[config.mk]
export PLATFORM = sky130hd
export DESIGN_NAME = obstacle_avoid_motor_sequencer
export DESIGN_NICKNAME = d
export VERILOG_FILES = /design/src/rtl/oams_pkg.sv /design/src/rtl/oams_front.sv /design/src/rtl/oams_fifo.sv /design/src/rtl/oams_back.sv /design/src/rtl/obstacle_avoid_motor_sequencer.sv
export SDC_FILE = /design/constraint.sdc
export NUM_CORES = 1
export LEC_CHECK = 0
export BUFFER_PORTS_ARGS = -buffer_cell sky130_fd_sc_hd__buf_2
export CORE_UTILIZATION = 25
export DETAILED_ROUTE_END_ITERATION = 10
export GPL_TIMING_DRIVEN = 0
export RECOVER_POWER = 25
export SYNTH_ARGS = -nofsm -noshare
export SYNTH_HDL_FRONTEND = slang
export SYNTH_SLANG_ARGS = --single-unit
[constraint.sdc]
create_clock -name clk -period 7.1 [get_ports clk]
set_clock_uncertainty 0.1 [all_clocks]
set_input_delay 0.71 -clock clk [delete_from_list [all_inputs] [get_ports clk]]
set_output_delay 0.71 -clock clk [all_outputs]
set_load 0.02 [all_outputs]
[src/rtl/oams_pkg.sv]
// shared types, codes and frame helpers for the obstacle avoiding motor sequencer
`timescale 1ns / 1ps
`default_nettype none
package oams_pkg;

  // motion states
  localparam logic [2:0] MS_STOP    = 3'd0;
  localparam logic [2:0] MS_FORWARD = 3'd1;
  localparam logic [2:0] MS_BRAKE   = 3'd2;
  localparam logic [2:0] MS_BACK    = 3'd3;
  localparam logic [2:0] MS_TURN    = 3'd4;

  // frame kinds carried through the queue
  localparam logic [2:0] FR_STOP   = 3'd0;
  localparam logic [2:0] FR_FWD    = 3'd1;
  localparam logic [2:0] FR_BACK   = 3'd2;
  localparam logic [2:0] FR_TURN_L = 3'd3;
  localparam logic [2:0] FR_TURN_R = 3'd4;

  // configuration register indexes
  localparam logic [7:0] CFG_STOP_DIST   = 8'd0;
  localparam logic [7:0] CFG_HIT_DEB     = 8'd1;
  localparam logic [7:0] CFG_BRAKE_TICKS = 8'd2;
  localparam logic [7:0] CFG_REV_TICKS   = 8'd3;
  localparam logic [7:0] CFG_SPIN_TICKS  = 8'd4;
  localparam logic [7:0] CFG_FWD_SPEED   = 8'd5;
  localparam logic [7:0] CFG_REV_SPEED   = 8'd6;
  localparam logic [7:0] CFG_SPIN_SPEED  = 8'd7;

  localparam logic [7:0]  FRAME_SOF    = 8'hFC;
  localparam logic [7:0]  FRAME_EOF    = 8'hFD;
  localparam logic [7:0]  SPEED_CAP    = 8'd150;
  localparam logic [14:0] ECHO_LIMIT   = 15'd30000;
  localparam logic [2:0]  FRAME_LAST   = 3'd5;
  localparam int          QDEPTH       = 4;

  typedef struct packed {
    logic [7:0] stop_distance_cm;
    logic [3:0] hit_limit;
    logic [7:0] brake_ticks;
    logic [7:0] reverse_ticks;
    logic [7:0] spin_ticks;
    logic [7:0] forward_speed;
    logic [7:0] reverse_speed;
    logic [7:0] spin_speed;
  } cfg_t;

  // one queued frame
  typedef struct packed {
    logic [2:0] kind;
    logic       last;
    logic [2:0] state;
  } entry_t;

  typedef struct packed {
    logic [2:0] mode;
    logic [1:0] pend_cnt;
  } front_status_t;

  function automatic logic kind_lneg(input logic [2:0] kind);
    return (kind == FR_BACK) || (kind == FR_TURN_L);
  endfunction

  function automatic logic kind_rneg(input logic [2:0] kind);
    return (kind == FR_BACK) || (kind == FR_TURN_R);
  endfunction

  // one magnitude per frame kind, shared by both wheels before the back end scales and clamps it
  function automatic logic [7:0] kind_mag(input logic [2:0] kind, input cfg_t cfg);
    logic [7:0] m;
    case (kind)
      FR_FWD:    m = cfg.forward_speed;
      FR_BACK:   m = cfg.reverse_speed;
      FR_TURN_L: m = cfg.spin_speed;
      FR_TURN_R: m = cfg.spin_speed;
      default:   m = 8'd0;
    endcase
    return m;
  endfunction

endpackage
`default_nettype wire

[src/rtl/oams_front.sv]
// front end: takes items, runs the motion state machine, queues frame kinds
`timescale 1ns / 1ps
`default_nettype none
module oams_front #(
  parameter int KEEPALIVE_PERIOD = 5
) (
  input  wire                     clk,
  input  wire                     rst,
  input  oams_pkg::cfg_t          cfg,
  input  wire                     in_valid,
  output logic                    in_ready,
  input  wire                     in_command,
  input  wire  [14:0]             in_echo_us,
  input  wire                     in_no_echo,
  input  wire                     in_random_bit,
  output logic                    q_push,
  output oams_pkg::entry_t        q_entry,
  input  wire                     q_ready,
  output oams_pkg::front_status_t status
);
  import oams_pkg::*;

  localparam int PW = (KEEPALIVE_PERIOD > 1) ? $clog2(KEEPALIVE_PERIOD) : 1;

  logic [2:0]    mode, mode_next;
  logic [7:0]    ticks, ticks_next;
  logic [PW-1:0] phase, phase_next;
  logic [3:0]    hit, hit_next;
  logic          spin_left, spin_left_next;

  logic [8:0] pend;
  logic [1:0] pend_cnt;
  logic [2:0] pend_state;

  logic [8:0]  lst;
  logic [1:0]  n;
  logic [PW:0] phase_inc;
  logic [3:0]  hit_inc;
  logic [19:0] echo17;
  logic [19:0] stop1000;
  logic        obstacle;
  logic        accept;

  function automatic logic [8:0] frame_add(input logic [8:0] l, input logic [1:0] slot,
                                           input logic [2:0] k);
    logic [8:0] r;
    r = l;
    case (slot)
      2'd0:    r[2:0] = k;
      2'd1:    r[5:3] = k;
      default: r[8:6] = k;
    endcase
    return r;
  endfunction

  assign echo17   = 20'(in_echo_us) * 20'd17;
  assign stop1000 = 20'(cfg.stop_distance_cm) * 20'd1000;
  assign obstacle = !in_no_echo && (in_echo_us <= ECHO_LIMIT) && (echo17 < stop1000);
  assign hit_inc  = (hit != 4'hF) ? hit + 4'd1 : hit;
  assign phase_inc = {1'b0, phase} + (PW+1)'(1);

  always_comb begin
    lst            = '0;
    n              = 2'd0;
    mode_next      = mode;
    ticks_next     = ticks;
    phase_next     = phase;
    hit_next       = hit;
    spin_left_next = spin_left;
    if (!in_command) begin
      // start: restart forward from a clean slate
      mode_next      = MS_FORWARD;
      ticks_next     = 8'd0;
      phase_next     = '0;
      hit_next       = 4'd0;
      spin_left_next = 1'b0;
      lst = frame_add(lst, n, FR_FWD);
      n   = n + 2'd1;
    end else begin
      ticks_next = (ticks != 8'hFF) ? ticks + 8'd1 : ticks;
      phase_next = (phase_inc == (PW+1)'(KEEPALIVE_PERIOD)) ? '0 : phase_inc[PW-1:0];
      // keepalive resend, none while turning
      if (phase_next == '0) begin
        case (mode)
          MS_FORWARD: begin
            lst = frame_add(lst, n, FR_FWD);
            n   = n + 2'd1;
          end
          MS_BACK: begin
            lst = frame_add(lst, n, FR_BACK);
            n   = n + 2'd1;
          end
          MS_BRAKE, MS_STOP: begin
            lst = frame_add(lst, n, FR_STOP);
            n   = n + 2'd1;
          end
          default: begin
          end
        endcase
      end
      case (mode)
        MS_FORWARD: begin
          if (obstacle) begin
            hit_next = hit_inc;
            if (hit_inc >= cfg.hit_limit) begin
              mode_next  = MS_BRAKE;
              ticks_next = 8'd0;
              phase_next = '0;
              hit_next   = 4'd0;
              lst = frame_add(lst, n, FR_STOP);
              n   = n + 2'd1;
            end
          end else begin
            hit_next = 4'd0;
          end
        end
        MS_BRAKE: begin
          if (ticks_next >= cfg.brake_ticks) begin
            mode_next  = MS_BACK;
            ticks_next = 8'd0;
            phase_next = '0;
            lst = frame_add(lst, n, FR_BACK);
            n   = n + 2'd1;
          end
        end
        MS_BACK: begin
          lst = frame_add(lst, n, FR_BACK);
          n   = n + 2'd1;
          if (ticks_next >= cfg.reverse_ticks) begin
            spin_left_next = in_random_bit;
            mode_next      = MS_TURN;
            ticks_next     = 8'd0;
            phase_next     = '0;
            lst = frame_add(lst, n, in_random_bit ? FR_TURN_L : FR_TURN_R);
            n   = n + 2'd1;
          end
        end
        MS_TURN: begin
          lst = frame_add(lst, n, spin_left ? FR_TURN_L : FR_TURN_R);
          n   = n + 2'd1;
          if (ticks_next >= cfg.spin_ticks) begin
            mode_next  = MS_FORWARD;
            ticks_next = 8'd0;
            phase_next = '0;
            hit_next   = 4'd0;
            lst = frame_add(lst, n, FR_FWD);
            n   = n + 2'd1;
          end
        end
        default: begin
          lst = frame_add(lst, n, FR_STOP);
          n   = n + 2'd1;
          mode_next  = MS_FORWARD;
          ticks_next = 8'd0;
          phase_next = '0;
        end
      endcase
    end
  end

  // pending list drains one frame per cycle into the queue while the queue is not full
  assign q_push        = (pend_cnt != 2'd0) && q_ready;
  assign q_entry.kind  = pend[2:0];
  assign q_entry.last  = (pend_cnt == 2'd1);
  assign q_entry.state = pend_state;

  assign in_ready = (pend_cnt == 2'd0) || ((pend_cnt == 2'd1) && q_push);
  assign accept   = in_valid && in_ready;

  assign status.mode     = mode;
  assign status.pend_cnt = pend_cnt;

  always_ff @(posedge clk) begin
    if (rst) begin
      mode      <= MS_STOP;
      ticks     <= 8'd0;
      phase     <= '0;
      hit       <= 4'd0;
      spin_left <= 1'b0;
      pend_cnt  <= 2'd0;
    end else if (accept) begin
      mode      <= mode_next;
      ticks     <= ticks_next;
      phase     <= phase_next;
      hit       <= hit_next;
      spin_left <= spin_left_next;
      pend_cnt  <= n;
    end else if (q_push) begin
      pend_cnt <= pend_cnt - 2'd1;
    end
  end

  always_ff @(posedge clk) begin
    if (accept) begin
      pend       <= lst;
      pend_state <= mode_next;
    end else if (q_push) begin
      pend <= {3'd0, pend[8:3]};
    end
  end

endmodule
`default_nettype wire

[src/rtl/oams_fifo.sv]
// small frame queue between the front end and the serializer
`timescale 1ns / 1ps
`default_nettype none
module oams_fifo (
  input  wire               clk,
  input  wire               rst,
  input  wire               push,
  input  oams_pkg::entry_t  wr_entry,
  output logic              not_full,
  input  wire               pop,
  output oams_pkg::entry_t  rd_entry,
  output logic              not_empty
);
  import oams_pkg::*;

  localparam int AW = $clog2(QDEPTH);

  entry_t        mem [QDEPTH];
  logic [AW-1:0] wptr;
  logic [AW-1:0] rptr;
  logic [AW:0]   count;

  assign not_full  = (count != (AW+1)'(QDEPTH));
  assign not_empty = (count != '0);
  assign rd_entry  = mem[rptr];

  always_ff @(posedge clk) begin
    if (rst) begin
      wptr  <= '0;
      rptr  <= '0;
      count <= '0;
    end else begin
      if (push) wptr <= wptr + AW'(1);
      if (pop)  rptr <= rptr + AW'(1);
      if (push && !pop) count <= count + (AW+1)'(1);
      else if (pop && !push) count <= count - (AW+1)'(1);
    end
  end

  always_ff @(posedge clk) begin
    if (push) mem[wptr] <= wr_entry;
  end

endmodule
`default_nettype wire

[src/rtl/oams_back.sv]
// back end: expands queued frame kinds into six-byte motor frames
`timescale 1ns / 1ps
`default_nettype none
module oams_back #(
  parameter int RIGHT_COMP_PERCENT = 15
) (
  input  wire               clk,
  input  wire               rst,
  input  oams_pkg::cfg_t    cfg,
  input  wire               q_valid,
  input  oams_pkg::entry_t  q_entry,
  output logic              q_pop,
  output logic              out_valid,
  input  wire               out_ready,
  output logic [7:0]        out_byte,
  output logic              out_last,
  output logic [2:0]        out_state
);
  import oams_pkg::*;

  localparam logic [7:0]  COMP  = 8'(100 + RIGHT_COMP_PERCENT);
  // floor(x/100) as (x*RECIP)>>23, exact for x below 2^16
  localparam int          SHIFT = 23;
  localparam logic [32:0] RECIP = 33'(((2 ** SHIFT) + 99) / 100);

  entry_t      cur;
  logic        cur_valid;
  logic [2:0]  idx;
  logic [15:0] prod1;
  logic [32:0] qprod;
  logic [8:0]  quot;
  logic [7:0]  r_scaled;
  logic [7:0]  mag;
  logic [7:0]  l_clamp;
  logic        emit;
  logic        done;
  logic [7:0]  byte_sel;

  assign emit  = cur_valid && (!out_valid || out_ready);
  assign done  = emit && (idx == FRAME_LAST);
  assign q_pop = q_valid && (!cur_valid || done);

  assign mag     = kind_mag(cur.kind, cfg);
  assign l_clamp = (mag > SPEED_CAP) ? SPEED_CAP : mag;
  assign qprod   = 33'(prod1) * RECIP;
  assign quot    = qprod[SHIFT+8:SHIFT];

  always_comb begin
    case (idx)
      3'd0:    byte_sel = FRAME_SOF;
      3'd1:    byte_sel = {7'd0, kind_lneg(cur.kind) && (mag != 8'd0)};
      3'd2:    byte_sel = l_clamp;
      3'd3:    byte_sel = {7'd0, kind_rneg(cur.kind) && (mag != 8'd0)};
      3'd4:    byte_sel = r_scaled;
      default: byte_sel = FRAME_EOF;
    endcase
  end

  always_ff @(posedge clk) begin
    if (rst) begin
      cur_valid <= 1'b0;
      out_valid <= 1'b0;
    end else begin
      if (q_pop) cur_valid <= 1'b1;
      else if (done) cur_valid <= 1'b0;
      if (emit) out_valid <= 1'b1;
      else if (out_ready) out_valid <= 1'b0;
    end
  end

  always_ff @(posedge clk) begin
    if (q_pop) begin
      cur   <= q_entry;
      idx   <= 3'd0;
      prod1 <= 16'(kind_mag(q_entry.kind, cfg)) * 16'(COMP);
    end else if (emit) begin
      idx <= idx + 3'd1;
    end
    r_scaled <= (quot > 9'(SPEED_CAP)) ? SPEED_CAP : quot[7:0];
    if (emit) begin
      out_byte  <= byte_sel;
      out_last  <= cur.last && (idx == FRAME_LAST);
      out_state <= cur.state;
    end
  end

endmodule
`default_nettype wire

[src/rtl/obstacle_avoid_motor_sequencer.sv]
// top level of the obstacle avoiding motor sequencer
//
//  channel   dir   handshake                  payload
//  s_axis    in    s_axis_tvalid/tready      tuser command, tdata echo/no_echo/random
//  m_axis    out   m_axis_tvalid/tready      tdata frame byte, tlast, tuser state
//  cfg       in    cfg_valid/cfg_ready       cfg_index, cfg_data
//
// an item is taken in one cycle; its frames (zero to three) leave one byte per
// cycle from the serializer while m_axis_tready is high, six bytes per frame
// a four-deep frame queue lets the front end take the next item while bytes drain
// m_axis_tready low holds the current byte; the front end hands one frame per cycle
// to the queue, so an item with several frames holds off the next one until its
// last frame is being handed over, and longer while the queue is full
// rst (synchronous) puts the car in stop and restores the register defaults
`timescale 1ns / 1ps
`default_nettype none
module obstacle_avoid_motor_sequencer #(
  parameter int KEEPALIVE_PERIOD   = 5,
  parameter int RIGHT_COMP_PERCENT = 15
) (
  input  wire         clk,
  input  wire         rst,
  input  wire         s_axis_tvalid,
  output logic        s_axis_tready,
  input  wire  [23:0] s_axis_tdata,   // [14:0] echo_us, [15] no_echo, [16] random_bit
  input  wire         s_axis_tuser,   // [0] command: 0 start, 1 tick
  output logic        m_axis_tvalid,
  input  wire         m_axis_tready,
  output logic [7:0]  m_axis_tdata,   // [7:0] frame_byte
  output logic        m_axis_tlast,
  output logic [2:0]  m_axis_tuser,   // [2:0] motion_state
  input  wire         cfg_valid,
  output logic        cfg_ready,
  input  wire  [7:0]  cfg_index,
  input  wire  [7:0]  cfg_data
);
  import oams_pkg::*;

  cfg_t          cfg;
  entry_t        push_entry;
  entry_t        head_entry;
  front_status_t fstat;
  logic          q_push;
  logic          q_not_full;
  logic          q_pop;
  logic          q_not_empty;

  // configuration registers, always ready; unknown indexes are dropped
  assign cfg_ready = 1'b1;

  always_ff @(posedge clk) begin
    if (rst) begin
      cfg.stop_distance_cm <= 8'd10;
      cfg.hit_limit        <= 4'd2;
      cfg.brake_ticks      <= 8'd3;
      cfg.reverse_ticks    <= 8'd15;
      cfg.spin_ticks       <= 8'd50;
      cfg.forward_speed    <= 8'd70;
      cfg.reverse_speed    <= 8'd70;
      cfg.spin_speed       <= 8'd70;
    end else if (cfg_valid && cfg_ready) begin
      case (cfg_index)
        CFG_STOP_DIST:   cfg.stop_distance_cm <= cfg_data;
        CFG_HIT_DEB:     cfg.hit_limit        <= cfg_data[3:0];
        CFG_BRAKE_TICKS: cfg.brake_ticks      <= cfg_data;
        CFG_REV_TICKS:   cfg.reverse_ticks    <= cfg_data;
        CFG_SPIN_TICKS:  cfg.spin_ticks       <= cfg_data;
        CFG_FWD_SPEED:   cfg.forward_speed    <= cfg_data;
        CFG_REV_SPEED:   cfg.reverse_speed    <= cfg_data;
        CFG_SPIN_SPEED:  cfg.spin_speed       <= cfg_data;
        default: begin
        end
      endcase
    end
  end

  // state machine and frame selection
  oams_front #(
    .KEEPALIVE_PERIOD (KEEPALIVE_PERIOD)
  ) u_front (
    .clk           (clk),
    .rst           (rst),
    .cfg           (cfg),
    .in_valid      (s_axis_tvalid),
    .in_ready      (s_axis_tready),
    .in_command    (s_axis_tuser),
    .in_echo_us    (s_axis_tdata[14:0]),
    .in_no_echo    (s_axis_tdata[15]),
    .in_random_bit (s_axis_tdata[16]),
    .q_push        (q_push),
    .q_entry       (push_entry),
    .q_ready       (q_not_full),
    .status        (fstat)
  );

  // frame queue
  oams_fifo u_fifo (
    .clk       (clk),
    .rst       (rst),
    .push      (q_push),
    .wr_entry  (push_entry),
    .not_full  (q_not_full),
    .pop       (q_pop),
    .rd_entry  (head_entry),
    .not_empty (q_not_empty)
  );

  // byte serializer with right wheel compensation
  oams_back #(
    .RIGHT_COMP_PERCENT (RIGHT_COMP_PERCENT)
  ) u_back (
    .clk       (clk),
    .rst       (rst),
    .cfg       (cfg),
    .q_valid   (q_not_empty),
    .q_entry   (head_entry),
    .q_pop     (q_pop),
    .out_valid (m_axis_tvalid),
    .out_ready (m_axis_tready),
    .out_byte  (m_axis_tdata),
    .out_last  (m_axis_tlast),
    .out_state (m_axis_tuser)
  );

  // a start transfer always lands in forward
  a_start_forward: assert property (@(posedge clk) disable iff (rst)
    s_axis_tvalid && s_axis_tready && !s_axis_tuser |=> fstat.mode == MS_FORWARD)
    else $error("start did not enter forward");

  // the last byte of an item closes a frame
  a_last_is_eof: assert property (@(posedge clk) disable iff (rst)
    m_axis_tvalid && m_axis_tlast |-> m_axis_tdata == FRAME_EOF)
    else $error("last byte is not an end of frame");

  // the front end never pushes into a full queue
  a_no_overflow: assert property (@(posedge clk) disable iff (rst)
    fstat.pend_cnt != 2'd0 && !q_not_full |-> !q_push)
    else $error("frame queue overflow");

endmodule
`default_nettype wire
-- Word-level counts from Yosys, hierarchy flattened
Memory sizes are Yosys's and may differ from the RTL's. A register that Yosys moved wholly into a read port is not among the register bits.
Index checks and enable logic that the tools add are counted.
- add/sub/neg operators: 11
- $mul: 4
- order comparisons: 8
- equality and inequality tests: 35
- mux-type cells: 87
- reduce and logical (&&, ||, !) cells: 52
- operator list (operator ; count):
    2-to-1 mux 3 bit ; 32
    2-to-1 mux 9 bit ; 9
    2-to-1 mux 8 bit ; 9
    one-hot mux 8 bit (3 select lines) ; 2
    one-hot mux 8 bit (5 select lines) ; 1
    one-hot mux 9 bit (4 select lines) ; 1
    equality test 8 x 3 -> 1 bit (second input constant) ; 4
    multiplier 15 x 17 -> 32 bit (second input constant) ; 1
    one-hot mux 8 bit (4 select lines) ; 1
    multiplier 8 x 7 -> 15 bit (second input constant) ; 2
    equality test 3 x 2 -> 1 bit (second input constant) ; 8
    greater-or-equal comparator 8 bit ; 3
    2-to-1 mux 2 bit ; 12
    one-hot mux 3 bit (4 select lines) ; 2
    < comparator 20 x 18 -> 1 bit ; 1
    multiplier 15 x 5 -> 20 bit (second input constant) ; 1
    2-to-1 mux 4 bit ; 5
    equality test 8 x 2 -> 1 bit (second input constant) ; 2
    AND reduction 2 bit ; 8
    equality test 3 bit (second input constant) ; 5
    less-or-equal comparator 15 bit (second input constant) ; 1
    logical AND 1 bit ; 13
    equality test 3 x 1 -> 1 bit (second input constant) ; 4
    2-to-1 mux 1 bit ; 10
    33 further kinds ; 60
- flip-flop bits (word level): 147
- memory bits (writable): 28
- bits of input ports: 46
- output and inout bits: 15
- word-level logic and storage cells: 228
- memories kept: 1
- memories (name ; words ; width ; rd ports ; clocked after Yosys merged registers in ; write ports ; RTL line ; source):
    u_fifo.mem ; 4 ; 7 ; 1 ; 1 ; 1 ; oams_fifo.sv:18 ; entry_t mem [QDEPTH];

-- Longest topological paths before layout
- depth after elaboration: 14
- depth in mapped cells: 24
- gate-level depth less buffers: 23

-- By module
A second synthesis with hierarchy kept.
- cell total of the unflattened synthesis: 1723
- area, all modules: 17056.4 um^2
- by module, submodules not included (module ; instances ; cells an instance ; area an instance (um^2) ; seq. area each (um^2)):
    oams_back ; 1 ; 806 ; 8095.3 ; 1281.2
    oams_front ; 1 ; 614 ; 5132.4 ; 780.7
    obstacle_avoid_motor_sequencer ; 1 ; 221 ; 2383.5 ; 1201.2
    oams_fifo ; 1 ; 82 ; 1445.1 ; 1021.0

-- Worst setup path after synthesis
Ideal clock, no wire load.
- path kind: flip-flop to flip-flop
- from: register u_back.prod1[4]
- to: register u_back.r_scaled[1]
- setup time: 0.127 ns
- data arrival time: 5.648 ns
- data required time: 6.873 ns
- path slack: 1.225 ns
- stages on the path, launching flop included: 20
- path buffers: 0
- clock period less this slack: 5.875 ns
- cell sequence: edfxtp_1 -> fa_1 -> inv_1 -> fa_1 -> inv_1 -> fa_1 -> inv_1 -> fa_1 -> inv_1 -> fa_1 -> fa_1 -> ha_1 -> nand4_1 -> a21oi_1 -> a2111oi_0 -> a21oi_1 -> nor2_1 -> mux2_2 -> nor4_1 -> a2bb2oi_1
- word-level cells in the longest chain between the ends: 2
- ends and longest elaborated chain (element ; RTL line ; source):
    from (decl) ; oams_back.sv:29 ; logic [15:0] prod1;
    from (signal assigned) ; oams_back.sv:75 ; prod1 <= 16'(kind_mag(q_entry.kind, cfg)) * 16'(COMP);
    multiplier 15 x 17 -> 32 bit (*) ; oams_back.sv:45 ; assign qprod = 33'(prod1) * RECIP;
    > comparator 9 x 8 -> 1 bit ; oams_back.sv:79 ; r_scaled <= (quot > 9'(SPEED_CAP)) ? SPEED_CAP : quot[7:0];
    to (signal assigned) ; oams_back.sv:79 ;
    to (decl) ; oams_back.sv:32 ; logic [7:0] r_scaled;
Every way passes the cells marked *; elsewhere a longest branch is shown, timed or not.
A chain may end at the register's enable or synchronous reset.

-- Final worst setup path
- from: register u_back.prod1[3]
- to: register u_back.r_scaled[0]
The elaborated chain is that of the path after synthesis.

==> results.json <==
{
  "status": "completed",
  "die_w_um": 262,
  "slew_violations": 0,
  "worstSetupStartpointType": "flop",
  "cap_violations": 0,
  "reg2reg_slack_ns": 0.42,
  "cts_tree": "yes",
  "setup_tns_ns": 0,
  "drt_iter0_drc": 611,
  "path_buf_inv": 4,
  "hold_start": "u_back.cur[0]$_DFFE_PP_",
  "die_h_um": 262,
  "cts_max_level": 4,
  "fin_crit_ns": 6.68,
  "synthArstFlopShare_pct": 0,
  "cp_max_fo": 5,
  "wl_um": 37400,
  "wl_per_cell_um": 13.9,
  "rows": 95,
  "hold_path.class": "flop to flop",
  "crit_arrival_ns": 6.90,
  "fin_crit_sh_pct": 94.0,
  "cts_buffers": 17,
  "fillCellCount": 6995,
  "via_per_inst": 4.62,
  "clockBufferDepth": 2,
  "insertion_delay_ns": 0.43,
  "timing.fmax_ghz": 0.150,
  "clkTransAtPathRegs_ns": 0.07,
  "regArea_mm2": 0.00428,
  "dieArea_mm2": 0.0688,
  "r2r_cells": 19,
  "synth_edf_count": 74,
  "initial_core_util_pct": 25.2,
  "detailroute.via_count": 12453,
  "dr.pass1.iters": 5,
  "drive_gt1_share_pct": 6.86,
  "track_usage_pct": 11.0,
  "worst_slew_pin_slew_ns": 0.871,
  "ys_seq_area_share_pct": 25.3,
  "cts_resized": 0,
  "syn-cell-area_mm2": 0.0169,
  "netlist-cell-type-count": 92,
  "multiInputGateArea_mm2": 0.0114,
  "holdPathEnd": "u_back.out_state[0]$_DFFE_PP_",
  "num_antenna_cells": 0,
  "gp_congestion": 0.867,
  "post_cts_buffers": 0,
  "hold_depth": 0,
  "postRouteAntennaNets": 0,
  "netlist_instances": 1740,
  "reg2reg_to": "u_back.r_scaled[0]$_SDFF_PN0_",
  "yosysWarningCount": 0,
  "slew_headroom_pct": 41.9,
  "drc": 0,
  "cts-root-buf": "clkbuf_16",
  "grt_pass1_wl_um": 63700,
  "portBuffers": 48,
  "grt_max_degree": 29,
  "area_growth_pct": 11.3,
  "hpwl_um": 30800,
  "fin_hold_ws_ns": 0.327,
  "antenna_found_initial": 3,
  "grt-ovfl-total": 0,
  "cts_sinks": 177,
  "rsz0062_at_grt": "false",
  "hold_viol": 0,
  "crit_family": "adder cells",
  "cp_slowest_cell": "fa_1",
  "crit_path_cell_trace": "fa_1 > inv_1 > fa_1 > inv_1 > fa_1 > inv_1 > fa_1 > inv_1 > fa_1 > fa_1 > ha_1 > o21ai_0 > o21ai_0 > o22ai_1 > nor2_1 > a2111oi_2 > and3_1 > a32oi_1 > a22o_1",
  "cp_slowest_stage_delay_ns": 0.61,
  "coreArea_mm2": 0.0672,
  "finalSetupViolations": 0,
  "end_kind": "flop",
  "crit_required_ns": 7.32,
  "crit_top_cell": "fa_1",
  "syn_avg_cell_area_um2": 9.74,
  "nets": 2264,
  "ys_ff_latch": 177,
  "r2r_start": "u_back.prod1[3]$_DFFE_PP_",
  "path_class": "flop to flop",
  "grt_pass1_vias": 12999,
  "holdBufCountCts": 0,
  "syn_nets": 2196,
  "synth_ff_type": "dfxtp_1",
  "io-pin-count": 61
}
[cell usage after synthesis (16+ instances only)]
cell type / n / area share, %
a21oi_1: 100 / 3.0
xnor2_1: 36 / 1.9
mux2i_1: 42 / 2.5
a21o_1: 24 / 1.1
nand3_1: 33 / 0.97
nand2_1: 78 / 1.7
nor2b_1: 23 / 0.85
o211ai_1: 17 / 0.75
nand2b_1: 16 / 0.59
inv_1: 256 / 5.7
nor3_1: 25 / 0.74
ha_1: 286 / 21
clkbuf_1: 34 / 0.75
dfxtp_1: 103 / 12
fa_1: 124 / 15
nor2_1: 156 / 3.5
o21ai_0: 42 / 1.2
edfxtp_1: 74 / 13
a22oi_1: 17 / 0.75
a211o_1: 20 / 1.0
[worst register-to-register path: stages, from the launching register on]
cell and delay (ns):
edfxtp_1 0.54, fa_1 0.62, inv_1 0.10, fa_1 0.51
inv_1 0.05, fa_1 0.50, inv_1 0.05, fa_1 0.48
inv_1 0.07, fa_1 0.51, fa_1 0.51, ha_1 0.35
o21ai_0 0.14, o21ai_0 0.14, o22ai_1 0.59, nor2_1 0.14
a2111oi_2 0.56, and3_1 0.23, a32oi_1 0.15, a22o_1 0.23
[worst max-delay path by stage]
stage | end | start | cells after the start | slack (ns)
after floorplan | u_back.r_scaled[1]$_SDFF_PN1_ | u_back.prod1[4]$_DFFE_PP_ | 19 | 1.22
after global placement | u_back.r_scaled[1]$_SDFF_PN1_ | u_back.prod1[3]$_DFFE_PP_ | 19 | -0.16
after detailed placement | u_back.r_scaled[0]$_SDFF_PN0_ | u_back.prod1[3]$_DFFE_PP_ | 19 | 0.48
after CTS | u_back.r_scaled[0]$_SDFF_PN0_ | u_back.prod1[3]$_DFFE_PP_ | 19 | 0.43
after global routing | u_back.r_scaled[0]$_SDFF_PN0_ | u_back.prod1[3]$_DFFE_PP_ | 19 | 0.13
final | u_back.r_scaled[0]$_SDFF_PN0_ | u_back.prod1[3]$_DFFE_PP_ | 19 | 0.42
[logic make-up (layout without fill, tap and decap cells)]
family	after synthesis	count (layout)	share of synthesized area, %
buffers and inverters	308	389	7.14
multiplexers	52	52	3.61
AO/OA/AOI/OAI	326	326	13.6
other	1	1	0.0221
flip-flops	177	177	25.3
XOR/XNOR	49	49	2.53
adder cells (fa/ha/maj)	410	410	35.8
AND/OR/NAND/NOR	417	417	12.1
[state kept, by name, summed over array words and instances, names as in the netlist, 4 cells and up, named ones only]
register / cells
u_front.hit: 4
u_back.prod1: 15
u_back.cur: 7
u_back.r_scaled: 8
u_fifo.mem: 28
u_back.out_byte: 8
u_front.pend: 9
u_front.ticks: 8
cfg: 60
[per-stage QoR]
stage | utilization (%) | instance area, um2 | setup WS (ns) | std cells
3_3_place_gp | 27.2 | 18300 | -0.155 | 2661
3_5_place_dp | 27.2 | 18300 | 0.478 | 2662
2_1_floorplan | - | 16900 | 1.22 | 1740
4_1_cts | 28.1 | 18900 | 0.430 | 2694
6_report | 28.1 | 18900 | 0.424 | 2694
5_1_grt | 28.1 | 18900 | 0.132 | 2694
[placed cells by master, fill, tap and decap left out, drive strengths merged, types with 26 or more instances in the layout]
master / instances
ha: 286
inv: 269
nor2: 156
fa: 124
dfxtp: 103
a21oi: 100
nand2: 79
edfxtp: 74
clkbuf: 70
o21ai: 45
buf: 45
mux2i: 42
xnor2: 36
nand3: 33
nor3: 26
[routing by layer]
metal,global-route usage (%),vias up,routed length [um]
li1,-,6167,-
met2,19.5,245,18100
met1,14.1,5990,17200
met3,1.66,49,1480
met5,0,-,13
met4,2.43,2,600
[layout make-up]
cell class / instances / area share (%)
Inverter: 259 / 5.16
Timing Repair Buffer: 49 / 1.21
Buffer: 49 / 1.22
Sequential cell: 177 / 22.7
Multi-Input combinational cell: 1255 / 60.7
Tap cell: 873 / 5.79
Clock inverter: 15 / 0.942
Clock buffer: 17 / 2.26
Power is not shown: default switching activity piles up to over one toggle a cycle in this logic, so the estimate is an artifact.
